File: src/rtl/core/smrs_pkg.sv
`default_nettype none
// ----------------------------------------------------------------------------
// smrs_pkg
// Types and codes shared by the sensor measure/read sequencer.
// ----------------------------------------------------------------------------
package smrs_pkg;

  localparam int unsigned PrescW = 16;
  localparam int unsigned CntW   = 8;
  localparam int unsigned CfgAW  = 2;
  localparam int unsigned CfgDW  = 16;

  localparam logic [PrescW-1:0] PrescReset = 16'd500;
  localparam logic [CntW-1:0]   MeasReset  = 8'd5;
  localparam logic [CntW-1:0]   TmoReset   = 8'd10;

  typedef enum logic [CfgAW-1:0] {
    CFG_PRESCALE = 2'd0,
    CFG_MEAS     = 2'd1,
    CFG_TIMEOUT  = 2'd2
  } cfg_idx_e;

  typedef enum logic [1:0] {
    EV_IDLE  = 2'd0,
    EV_START = 2'd1,
    EV_READ  = 2'd2,
    EV_ACK   = 2'd3
  } event_e;

  typedef enum logic [1:0] {
    NT_FAULT   = 2'd0,
    NT_READY   = 2'd1,
    NT_OK      = 2'd2,
    NT_NOT_OK  = 2'd3
  } notice_e;

  localparam logic [2:0] StateIdleCode  = 3'd0;
  localparam logic [2:0] StateFaultCode = 3'd5;

  typedef struct packed {
    logic       event_valid;
    logic [1:0] event_code;
    logic       bus_done;
    logic       bus_fail;
    logic       start_accepted;
    logic       check_passed;
  } in_t;

  typedef struct packed {
    logic       machine_ran;
    logic       notice_valid;
    logic [1:0] notice_code;
    logic       start_measure;
    logic       start_read;
    logic       bus_reset;
    logic [2:0] state_code;
  } res_t;

  typedef struct packed {
    logic [CfgAW-1:0] addr;
    logic [CfgDW-1:0] wdata;
  } cfg_wr_t;

  typedef struct packed {
    logic [PrescW-1:0] prescale_reload;
    logic [CntW-1:0]   measure_wait;
    logic [CntW-1:0]   timeout_limit;
  } cfg_t;

endpackage
`default_nettype wire

File: src/rtl/core/smrs_stream_if.sv
`default_nettype none
// ----------------------------------------------------------------------------
// smrs_stream_if
// Valid/ready channel carrying one payload beat per handshake.
// ----------------------------------------------------------------------------
interface smrs_stream_if #(
  parameter type payload_t = logic [0:0]
);
  logic     valid;
  logic     ready;
  payload_t data;

  modport source (output valid, output data, input ready);
  modport sink   (input valid, input data, output ready);
endinterface
`default_nettype wire

File: src/rtl/core/smrs_step.sv
`default_nettype none
// ----------------------------------------------------------------------------
// smrs_step
// Prescaler, event latch, sticky flags and measure/read state machine;
// advances by one tick on each accepted beat.
// ----------------------------------------------------------------------------
module smrs_step (
  input  wire logic           clk_i,
  input  wire logic           rst_ni,
  input  wire logic           step_en_i,
  input  wire smrs_pkg::in_t  beat_i,
  input  wire smrs_pkg::cfg_t cfg_i,
  output smrs_pkg::res_t      res_o
);
  import smrs_pkg::*;

  typedef enum logic [2:0] {
    ST_IDLE    = 3'd0,
    ST_WAIT_WR = 3'd1,
    ST_CONV    = 3'd2,
    ST_READY   = 3'd3,
    ST_WAIT_RD = 3'd4,
    ST_FAULT   = 3'd5
  } state_e;

  state_e            state_q, state_d;
  logic [PrescW-1:0] presc_q, presc_d;
  logic              pflag_q, pflag_d;
  logic [1:0]        pev_q, pev_d;
  logic              done_q, done_d;
  logic              err_q, err_d;
  logic [CntW-1:0]   tmo_q, tmo_d;
  logic [CntW-1:0]   wait_q, wait_d;
  res_t              res;

  always_comb begin
    res     = '0;
    state_d = state_q;
    tmo_d   = tmo_q;
    wait_d  = wait_q;
    done_d  = done_q | beat_i.bus_done;
    err_d   = err_q | beat_i.bus_fail;
    pflag_d = pflag_q | beat_i.event_valid;
    pev_d   = beat_i.event_valid ? beat_i.event_code : pev_q;

    if (presc_q != '0) begin
      presc_d = presc_q - 1'b1;
    end else begin
      presc_d         = cfg_i.prescale_reload;
      res.machine_ran = 1'b1;
      case (state_q)
        ST_IDLE: begin
          if (pflag_d && pev_d == EV_START) begin
            pflag_d           = 1'b0;
            done_d            = 1'b0;
            err_d             = 1'b0;
            res.start_measure = 1'b1;
            if (beat_i.start_accepted) begin
              tmo_d   = cfg_i.timeout_limit;
              state_d = ST_WAIT_WR;
            end else begin
              res.notice_valid = 1'b1;
              res.notice_code  = NT_FAULT;
              state_d          = ST_FAULT;
            end
          end
        end
        ST_WAIT_WR: begin
          if (err_d) begin
            res.notice_valid = 1'b1;
            res.notice_code  = NT_FAULT;
            state_d          = ST_FAULT;
          end else if (done_d) begin
            wait_d  = cfg_i.measure_wait;
            state_d = ST_CONV;
          end else begin
            tmo_d = tmo_q - 1'b1;
            if (tmo_d == '0) begin
              res.notice_valid = 1'b1;
              res.notice_code  = NT_FAULT;
              state_d          = ST_FAULT;
            end
          end
        end
        ST_CONV: begin
          wait_d = wait_q - 1'b1;
          if (wait_d == '0) begin
            res.notice_valid = 1'b1;
            res.notice_code  = NT_READY;
            state_d          = ST_READY;
          end
        end
        ST_READY: begin
          if (pflag_d && pev_d == EV_READ) begin
            done_d         = 1'b0;
            err_d          = 1'b0;
            pflag_d        = 1'b0;
            res.start_read = 1'b1;
            if (beat_i.start_accepted) begin
              tmo_d   = cfg_i.timeout_limit;
              state_d = ST_WAIT_RD;
            end else begin
              res.notice_valid = 1'b1;
              res.notice_code  = NT_NOT_OK;
              state_d          = ST_FAULT;
            end
          end
        end
        ST_WAIT_RD: begin
          if (err_d) begin
            res.notice_valid = 1'b1;
            res.notice_code  = NT_FAULT;
            state_d          = ST_FAULT;
          end else if (done_d) begin
            res.notice_valid = 1'b1;
            if (beat_i.check_passed) begin
              res.notice_code = NT_OK;
              state_d         = ST_IDLE;
            end else begin
              res.notice_code = NT_NOT_OK;
              state_d         = ST_FAULT;
            end
          end else begin
            tmo_d = tmo_q - 1'b1;
            if (tmo_d == '0) begin
              res.notice_valid = 1'b1;
              res.notice_code  = NT_NOT_OK;
              state_d          = ST_FAULT;
            end
          end
        end
        ST_FAULT: begin
          if (pflag_d && pev_d == EV_ACK) begin
            res.bus_reset = 1'b1;
            done_d        = 1'b0;
            err_d         = 1'b0;
            pflag_d       = 1'b0;
            state_d       = ST_IDLE;
          end
        end
        default: begin
          presc_d = '0;
          state_d = ST_IDLE;
          pev_d   = EV_IDLE;
          pflag_d = 1'b0;
        end
      endcase
    end
    res.state_code = state_d;
  end

  assign res_o = res;

  always_ff @(posedge clk_i or negedge rst_ni) begin
    if (!rst_ni) begin
      state_q <= ST_IDLE;
      presc_q <= '0;
      pflag_q <= 1'b0;
      pev_q   <= EV_IDLE;
      done_q  <= 1'b0;
      err_q   <= 1'b0;
      tmo_q   <= '0;
      wait_q  <= '0;
    end else if (step_en_i) begin
      state_q <= state_d;
      presc_q <= presc_d;
      pflag_q <= pflag_d;
      pev_q   <= pev_d;
      done_q  <= done_d;
      err_q   <= err_d;
      tmo_q   <= tmo_d;
      wait_q  <= wait_d;
    end
  end

endmodule
`default_nettype wire

File: src/rtl/core/sensor_measure_read_sequencer.sv
`default_nettype none
// ----------------------------------------------------------------------------
// sensor_measure_read_sequencer
// Tick-driven measure/read sequencer for a sensor on a serial bus.
//
//   channel  dir  payload                 accepted when
//   in_i     in   smrs_pkg::in_t          in_i.valid  & in_i.ready
//   res_o    out  smrs_pkg::res_t         res_o.valid & res_o.ready
//   cfg_i    in   smrs_pkg::cfg_wr_t      cfg_i.valid & cfg_i.ready
//
// one tick beat per cycle; the result beat appears in the cycle after acceptance
// the output register frees in the same cycle it is taken, so beats stream
// back to back; in_i.ready drops only while a result is held and not taken
// config writes are always taken; writes to unknown indexes are dropped
// reset loads the config defaults and clears all sequencer state
// ----------------------------------------------------------------------------
module sensor_measure_read_sequencer (
  input  wire logic     clk_i,
  input  wire logic     rst_ni,
  smrs_stream_if.sink   in_i,
  smrs_stream_if.source res_o,
  smrs_stream_if.sink   cfg_i
);
  import smrs_pkg::*;

  cfg_t cfg_q;
  res_t res_d, res_q;
  logic out_vld_q;
  logic in_acc;

  assign in_i.ready  = !out_vld_q || res_o.ready;
  assign in_acc      = in_i.valid && in_i.ready;
  assign cfg_i.ready = 1'b1;
  assign res_o.valid = out_vld_q;
  assign res_o.data  = res_q;

  smrs_step u_step (
    .clk_i     (clk_i),
    .rst_ni    (rst_ni),
    .step_en_i (in_acc),
    .beat_i    (in_i.data),
    .cfg_i     (cfg_q),
    .res_o     (res_d)
  );

  always_ff @(posedge clk_i or negedge rst_ni) begin
    if (!rst_ni) begin
      cfg_q.prescale_reload <= PrescReset;
      cfg_q.measure_wait    <= MeasReset;
      cfg_q.timeout_limit   <= TmoReset;
    end else if (cfg_i.valid) begin
      case (cfg_i.data.addr)
        CFG_PRESCALE: cfg_q.prescale_reload <= cfg_i.data.wdata;
        CFG_MEAS:     cfg_q.measure_wait    <= cfg_i.data.wdata[CntW-1:0];
        CFG_TIMEOUT:  cfg_q.timeout_limit   <= cfg_i.data.wdata[CntW-1:0];
        default: ;
      endcase
    end
  end

  always_ff @(posedge clk_i or negedge rst_ni) begin
    if (!rst_ni) begin
      out_vld_q <= 1'b0;
    end else if (in_acc) begin
      out_vld_q <= 1'b1;
    end else if (res_o.ready) begin
      out_vld_q <= 1'b0;
    end
  end

  always_ff @(posedge clk_i) begin
    if (in_acc) begin
      res_q <= res_d;
    end
  end

  // actions only happen on a machine run
  a_act_needs_run: assert property (@(posedge clk_i) disable iff (!rst_ni)
    out_vld_q && !res_q.machine_ran |->
      !res_q.notice_valid && !res_q.start_measure && !res_q.start_read && !res_q.bus_reset)
    else $error("action without machine run");

  // never both bus starts in one run
  a_one_start: assert property (@(posedge clk_i) disable iff (!rst_ni)
    out_vld_q |-> !(res_q.start_measure && res_q.start_read))
    else $error("measure and read started together");

  // bus reset leaves fault for idle
  a_reset_to_idle: assert property (@(posedge clk_i) disable iff (!rst_ni)
    out_vld_q && res_q.bus_reset |-> res_q.state_code == StateIdleCode)
    else $error("bus reset without return to idle");

  // a fault or check-not-ok notice always lands in the fault state
  a_fault_notice: assert property (@(posedge clk_i) disable iff (!rst_ni)
    out_vld_q && res_q.notice_valid &&
      (res_q.notice_code == NT_FAULT || res_q.notice_code == NT_NOT_OK)
      |-> res_q.state_code == StateFaultCode)
    else $error("fault notice outside fault state");

endmodule
`default_nettype wire

File: src/flat_wrapper.sv
// flat-port wrapper written by rule: the top's interface ports become plain ports
module sensor_measure_read_sequencer_flat import smrs_pkg::*;
  (clk_i, rst_ni, in_i_valid, in_i_data, in_i_ready, res_o_valid, res_o_data, res_o_ready, cfg_i_valid, cfg_i_data, cfg_i_ready);
  smrs_stream_if #(.payload_t(in_t)) in_i_i ();
  smrs_stream_if #(.payload_t(res_t)) res_o_i ();
  smrs_stream_if #(.payload_t(cfg_wr_t)) cfg_i_i ();
  input  wire logic clk_i;
  input  wire logic rst_ni;
  input wire logic [$bits(in_i_i.valid)-1:0] in_i_valid;
  input wire logic [$bits(in_i_i.data)-1:0] in_i_data;
  output wire logic [$bits(in_i_i.ready)-1:0] in_i_ready;
  output wire logic [$bits(res_o_i.valid)-1:0] res_o_valid;
  output wire logic [$bits(res_o_i.data)-1:0] res_o_data;
  input wire logic [$bits(res_o_i.ready)-1:0] res_o_ready;
  input wire logic [$bits(cfg_i_i.valid)-1:0] cfg_i_valid;
  input wire logic [$bits(cfg_i_i.data)-1:0] cfg_i_data;
  output wire logic [$bits(cfg_i_i.ready)-1:0] cfg_i_ready;
  assign in_i_i.valid = in_i_valid;
  assign in_i_i.data = in_i_data;
  assign in_i_ready = in_i_i.ready;
  assign res_o_valid = res_o_i.valid;
  assign res_o_data = res_o_i.data;
  assign res_o_i.ready = res_o_ready;
  assign cfg_i_i.valid = cfg_i_valid;
  assign cfg_i_i.data = cfg_i_data;
  assign cfg_i_ready = cfg_i_i.ready;
  sensor_measure_read_sequencer u_core (.clk_i(clk_i), .rst_ni(rst_ni), .in_i(in_i_i), .res_o(res_o_i), .cfg_i(cfg_i_i));
endmodule
File: config.mk
export PLATFORM = sky130hd
export DESIGN_NAME = sensor_measure_read_sequencer_flat
export DESIGN_NICKNAME = d
export VERILOG_FILES = /design/src/rtl/core/smrs_pkg.sv /design/src/rtl/core/smrs_stream_if.sv /design/src/rtl/core/smrs_step.sv /design/src/rtl/core/sensor_measure_read_sequencer.sv /design/src/flat_wrapper.sv
export SDC_FILE = /design/constraint.sdc
export NUM_CORES = 1
export LEC_CHECK = 0
export BUFFER_PORTS_ARGS = -buffer_cell sky130_fd_sc_hd__buf_4
export CAP_MARGIN = 20
export CORE_MARGIN = 2
export CORE_UTILIZATION = 30
export DETAILED_ROUTE_END_ITERATION = 6
export MAX_ROUTING_LAYER = met4
export PLACE_DENSITY_LB_ADDON = 0.08
export SYNTH_ARGS = -nofsm -noshare
export SYNTH_HDL_FRONTEND = slang
export SYNTH_HIERARCHICAL = 1
export SYNTH_SLANG_ARGS = --single-unit
File: constraint.sdc
create_clock -name clk_i -period 4.8 [get_ports clk_i]
set_clock_uncertainty 0.05 [all_clocks]
set_input_delay 0.72 -clock clk_i [delete_from_list [all_inputs] [get_ports clk_i]]
set_output_delay 0.72 -clock clk_i [all_outputs]
set_load 0.005 [all_outputs]
# Word level (Yosys, flattened, before mapping)

Index checks and enable logic that the tools add are counted.
Widths: inputs -> output; s select.

Multiplexer cells: 64
Equal/unequal tests: 16
Bitwise gates (word level): 7
Reduce and logical (&&, ||, !) cells: 25
Add/subtract/negate cells: 3

Operator list:

| cell                  | number |
|---|---|
| $mux 3                | 22 |
| $mux 8                | 7 |
| $mux 16               | 2 |
| $pmux 8 s3            | 1 |
| $mux 1                | 21 |
| $pmux 3 s6            | 1 |
| $logic_not 8->1       | 2 |
| $pmux 8 s2            | 1 |
| $reduce_bool 16->1    | 1 |
| $sub 16x1->16 const B | 1 |
| $sub 8x1->8 const B   | 2 |
| $pmux 3 s5            | 1 |
| $ne 2x2->1 const B    | 6 |
| $reduce_or 2->1       | 4 |
| $mux 7                | 1 |
| $reduce_and 7->1      | 1 |
| $eq 2x2->1 const B    | 3 |
| $eq 3x2->1 const B    | 2 |
| $eq 3x3->1 const B    | 2 |
| $mux 2                | 3 |
| $pmux 1 s3            | 2 |
| $reduce_and 2->1      | 3 |
| $reduce_or 6->1       | 1 |
| $reduce_and 5->1      | 1 |
| other kinds (14)      | 24 |

Output and inout port bits: 13
Word-level logic and storage cells: 134
Input bits: 30
Flip-flop bits (word level): 83

# Longest topological paths before layout

Word-level depth: 7
Depth in mapped cells: 9

# Hierarchy

Netlist, hierarchy kept.

By module, submodules not included:

| module                        | times used | area an instance (um^2) | sequential area each (um^2) | cells each |
|---|---|---|---|---|
| smrs_step                     | 1          | 3100.5                  | 1001.0                      | 399 |
| sensor_measure_read_sequencer | 1          | 1574.0                  | 1138.6                      | 84 |

# Worst setup path after synthesis

No wires, ideal clock.

Path type: input to register
From: input res_o_ready
To: register u_core.u_step.wait_q[1]
Slack: 2433 ps
Setup time: 127 ps
Stages: 8
Arrival time: 2190 ps
Cell sequence: nand2b_1 and2_1 and3_1 and3_4 buf_6 nand2_2 a211oi_1 a21oi_1

Word-level cells in the longest chain between the ends: 3

RTL lines:

| element                    | line                                | source |
|---|---|---|
| start: declaration         | flat_wrapper.sv:14                  | `input wire logic [$bits(res_o_i.ready)-1:0] res_o_ready;` |
| $logic_or 1x1->1           | sensor_measure_read_sequencer.sv:31 | `assign in_i.ready = !out_vld_q \|\| res_o.ready;` |
| $logic_and 1x1->1          | sensor_measure_read_sequencer.sv:32 | `assign in_acc = in_i.valid && in_i.ready;` |
| via u_core.in_acc          | sensor_measure_read_sequencer.sv:29 | `logic in_acc;` |
| $reduce_and 5->1 (no line) | -                                   |  |
| end signal: assignment     | smrs_step.sv:172                    | `wait_q <= wait_d;` |
| end: declaration           | smrs_step.sv:33                     | `logic [CntW-1:0] wait_q, wait_d;` |

The timed path passes the listed nets, and every way through them passes these cells.
A chain may end at the register's enable or synchronous reset.

==> flow_metrics.env <==
export IMPL_cts_setup_buffers=0
export IMPL_cts_buffers=9
export IMPL_cts_tree="done"
export IMPL_grt_pass1_wl_um=18800
export IMPL_crit_path_start="u_core/u_step/state_q[0]"
export IMPL_p_per_area_nw_per_um2=404
export IMPL_dp_hpwl_um=7840
export IMPL_ys_seq_elements=83
export IMPL_dp_slack_ns=1.95
export IMPL_pwr_share_comb_pct=22.4
export IMPL_drc=0
export IMPL_worst_ep_arrival_time_ns=2.90
export IMPL_ant_nets=0
export IMPL_endpoint="u_core/res_o.data[0]"
export IMPL_critPathLaunchType="flop"
export IMPL_place_inst=687
export IMPL_cpLargestDelayFamily="simple AND/OR/NAND/NOR gates"
export IMPL_slew_violations=0
export IMPL_vdd_drop_max_uv=190
export IMPL_grt_pass1_vias=3625
export IMPL_hold_violations=0
export IMPL_reg2reg_from="u_core/u_step/state_q[0]"
export IMPL_crit_slowest_cell="nor2_1"
export IMPL_ys_seq_area_share_pct=45.8
export IMPL_rsz0062_at_grt="no"
export IMPL_cts_root_buf="clkbuf_16"
export IMPL_viasPerCell=5.31
export IMPL_core_area_um2=15200
export IMPL_critPathBufInv=0
export IMPL_syn_area_um2=4670
export IMPL_worstHoldPathType="in2async"
export IMPL_cts_buffer_depth=2
export IMPL_drive_gt1_share_pct=24.0
export IMPL_synth_top_cell_area_share_pct=33.7
export IMPL_die_h_um=129
export IMPL_postCtsHoldBufs=0
export IMPL_htreeDepth=3
export IMPL_path_clk_slew_ns=0.06
export IMPL_slowest_delay_ns=0.72
export IMPL_final_net_count=546
export IMPL_sequentialPowerShare_pct=46.3
export IMPL_cp_max_fo=17
export IMPL_worstSetupPathType="reg2reg"
export IMPL_num_vias=3741
export IMPL_drv_cap=0
export IMPL_synth_edf_count=10
export IMPL_status="complete, no violations"
export IMPL_dieArea_um2=16600
export IMPL_clk_latency_ns=0.34
export IMPL_yosys_most_used_dff="dfrtp_1"
export IMPL_reg2reg_depth=6
export IMPL_worstPathCellList="nand2b_1 -> nor2_1 -> nand4b_1 -> a2111oi_2 -> a2111oi_2 -> a21oi_1"
export IMPL_crit_required_ns=4.94
export IMPL_wire_per_inst_um=16.0
export IMPL_area_growth_pct=15.2
export IMPL_fin_ws_ns=2.04
export IMPL_antenna_found_initial=0
export IMPL_endpoint_kind="flop"
export IMPL_cpMostUsedCell="a2111oi_2"
export IMPL_p_int_uw=1490
export IMPL_yosysWarnings=6
export IMPL_overflow=0
export IMPL_synthTopCellsByArea="dfrtp_1 (34%), mux2_2 (8.2%), edfxtp_1 (6.4%), dfstp_2 (5.6%), a21oi_1 (4.8%)"
export IMPL_dieWidth_um=129
export IMPL_floorplan_initialDensity_pct=30.7
export IMPL_regToRegEndpoint="u_core/res_o.data[0]"
export IMPL_p_sw_uw=683
export IMPL_period_minus_slack_ns=2.76
export IMPL_synth_nets=518
export IMPL_grt_max_degree=74
export IMPL_setup_violations=0
export IMPL_rows=45
export IMPL_max_freq_mhz=362
export IMPL_gp_congestion=0.873
export IMPL_wl_um=11300
export IMPL_r2r_slack_ns=2.04
export IMPL_tightest_slew_ns=0.938
export IMPL_timing_hold_ws_ns=0.303
export IMPL_synth_distinct_cells=67
export IMPL_diodes=0
export IMPL_n_fill_cell=1557
export IMPL_port_buffers=41
export IMPL_switching_share_pct=31.4
export IMPL_synth_async_reset_ratio_pct=88.0
export IMPL_ctsResizeCount=0
export IMPL_fin_tns_setup_ns=0
export IMPL_total_leakage_power_uw=0.00220
export IMPL_p_clk_share_pct=31.3
export IMPL_cts_sinks=83
export IMPL_yosysMostFrequentCell="dfrtp_1"
export IMPL_slew_headroom_pct=37.4
export IMPL_instances_no_fill=704
export IMPL_drt_initial_drc_count=291
export IMPL_io_pins=43
export IMPL_grt_usage_pct=15.2
export IMPL_synth_commonest_cells="dfrtp_1 (63), a21oi_1 (45), nand2_1 (35), nor2_1 (35), mux2_2 (34)"
export IMPL_synth_cells=483
export IMPL_yosys_area_top_type="dfrtp_1"
export IMPL_dr_pass1_iters=5
export IMPL_synth_avg_cell_area_um2=9.68
export IMPL_path_depth=6
export IMPL_fin_crit_sh_pct=57.6
final cells by class:
type,count,area [um^2],area share (%)
timing repair buffer,44,343,6.36
inverter,17,68.8,1.28
clock buffer,15,288,5.34
tap,188,235,4.37
multi-input combinational,356,2310,42.8
sequential,83,2140,39.7
clock inverter,1,5.00,0.0929
cells by family (layout without fill, tap and decap cells):
family          after synthesis  count (layout)  share of synthesized area (%)
buf+inv                      44              77                           4.87
xor+xnor                      3               3                          0.562
mux                          37              37                           8.83
simple gates                179             179                           20.8
compound gates              131             131                           17.8
fa+ha+maj                     5               5                           1.34
flops                        83              83                           45.8
other cells                   1               1                         0.0802
layout by cell type, fill, tap and decap left out, drive strengths merged, types with 4 or more instances in the layout:
cell / count
dfrtp: 63
a21oi: 50
buf: 44
nand2: 36
nor2: 35
o21ai: 35
mux2: 34
nand3: 29
nor3: 22
nand2b: 16
inv: 16
clkbuf: 15
dfstp: 10
edfxtp: 10
a22o: 7
and3: 6
nor4: 6
a31oi: 5
o22ai: 5
ha: 5
or4: 5
nand3b: 4
nand4: 4
worst reg2reg max path, cell delays in order, from the launching register on:
cell	delay [ns]
dfrtp_1	0.56
nand2b_1	0.25
nor2_1	0.72
nand4b_1	0.20
a2111oi_2	0.50
a2111oi_2	0.12
a21oi_1	0.20
sequential cells by signal, summed over array words and instances, names as in the netlist:
| name | count |
|---|---|
| u_core/cfg_q | 32 |
| u_core/u_step/presc_q | 16 |
| u_core/res_o.data | 10 |
| u_core/u_step/tmo_q | 8 |
| u_core/u_step/wait_q | 8 |
| u_core/u_step/state_q | 3 |
| u_core/u_step/pev_q | 2 |
| u_core/res_o.valid | 1 |
| u_core/u_step/done_q | 1 |
| u_core/u_step/err_q | 1 |
| u_core/u_step/pflag_q | 1 |
power by group through the flow:
stage	sequential (uW)	clock, uW	combinational, uW
after floorplan	948	0	403
after global placement	1020	0	484
after detailed placement	1020	0	489
after CTS	1010	712	490
after global routing	1030	745	557
final	1010	680	488
how the worst min path moves through the flow:
stage	startpoint	endpoint	slack (ns)	cells after the start
2_1_floorplan	rst_ni	u_core/cfg_q[0]	0.37	0
3_3_place_gp	u_core/cfg_q[16]	u_core/cfg_q[16]	0.44	1
3_5_place_dp	u_core/cfg_q[29]	u_core/u_step/presc_q[13]	0.44	2
4_1_cts	u_core/cfg_q[29]	u_core/u_step/presc_q[13]	0.46	2
5_1_grt	rst_ni	u_core/cfg_q[13]	0.34	1
6_report	rst_ni	u_core/cfg_q[6]	0.30	1
stage by stage:
| step | total power (uW) | util [%] | cell area, um^2 |
|---|---|---|---|
| finish | 2180 | 35.4 | 5390 |
| global route | 2340 | 35.4 | 5390 |
| CTS | 2210 | 35.3 | 5370 |
| detailed placement | 1510 | 33.4 | 5070 |
| global placement | 1500 | 33.4 | 5070 |
| floorplan | 1350 | - | 4670 |
metal layers:
| layer | global-route usage [%] | up-vias | wire, um |
|---|---|---|---|
| met5 | - | - | 0 |
| met4 | 6.71 | 0 | 248 |
| met3 | 3.04 | 17 | 457 |
| met2 | 22.9 | 72 | 5250 |
| met1 | 19.8 | 1821 | 5310 |
| li1 | - | 1831 | - |
No activity file was read; power rests on OpenSTA's default activity.
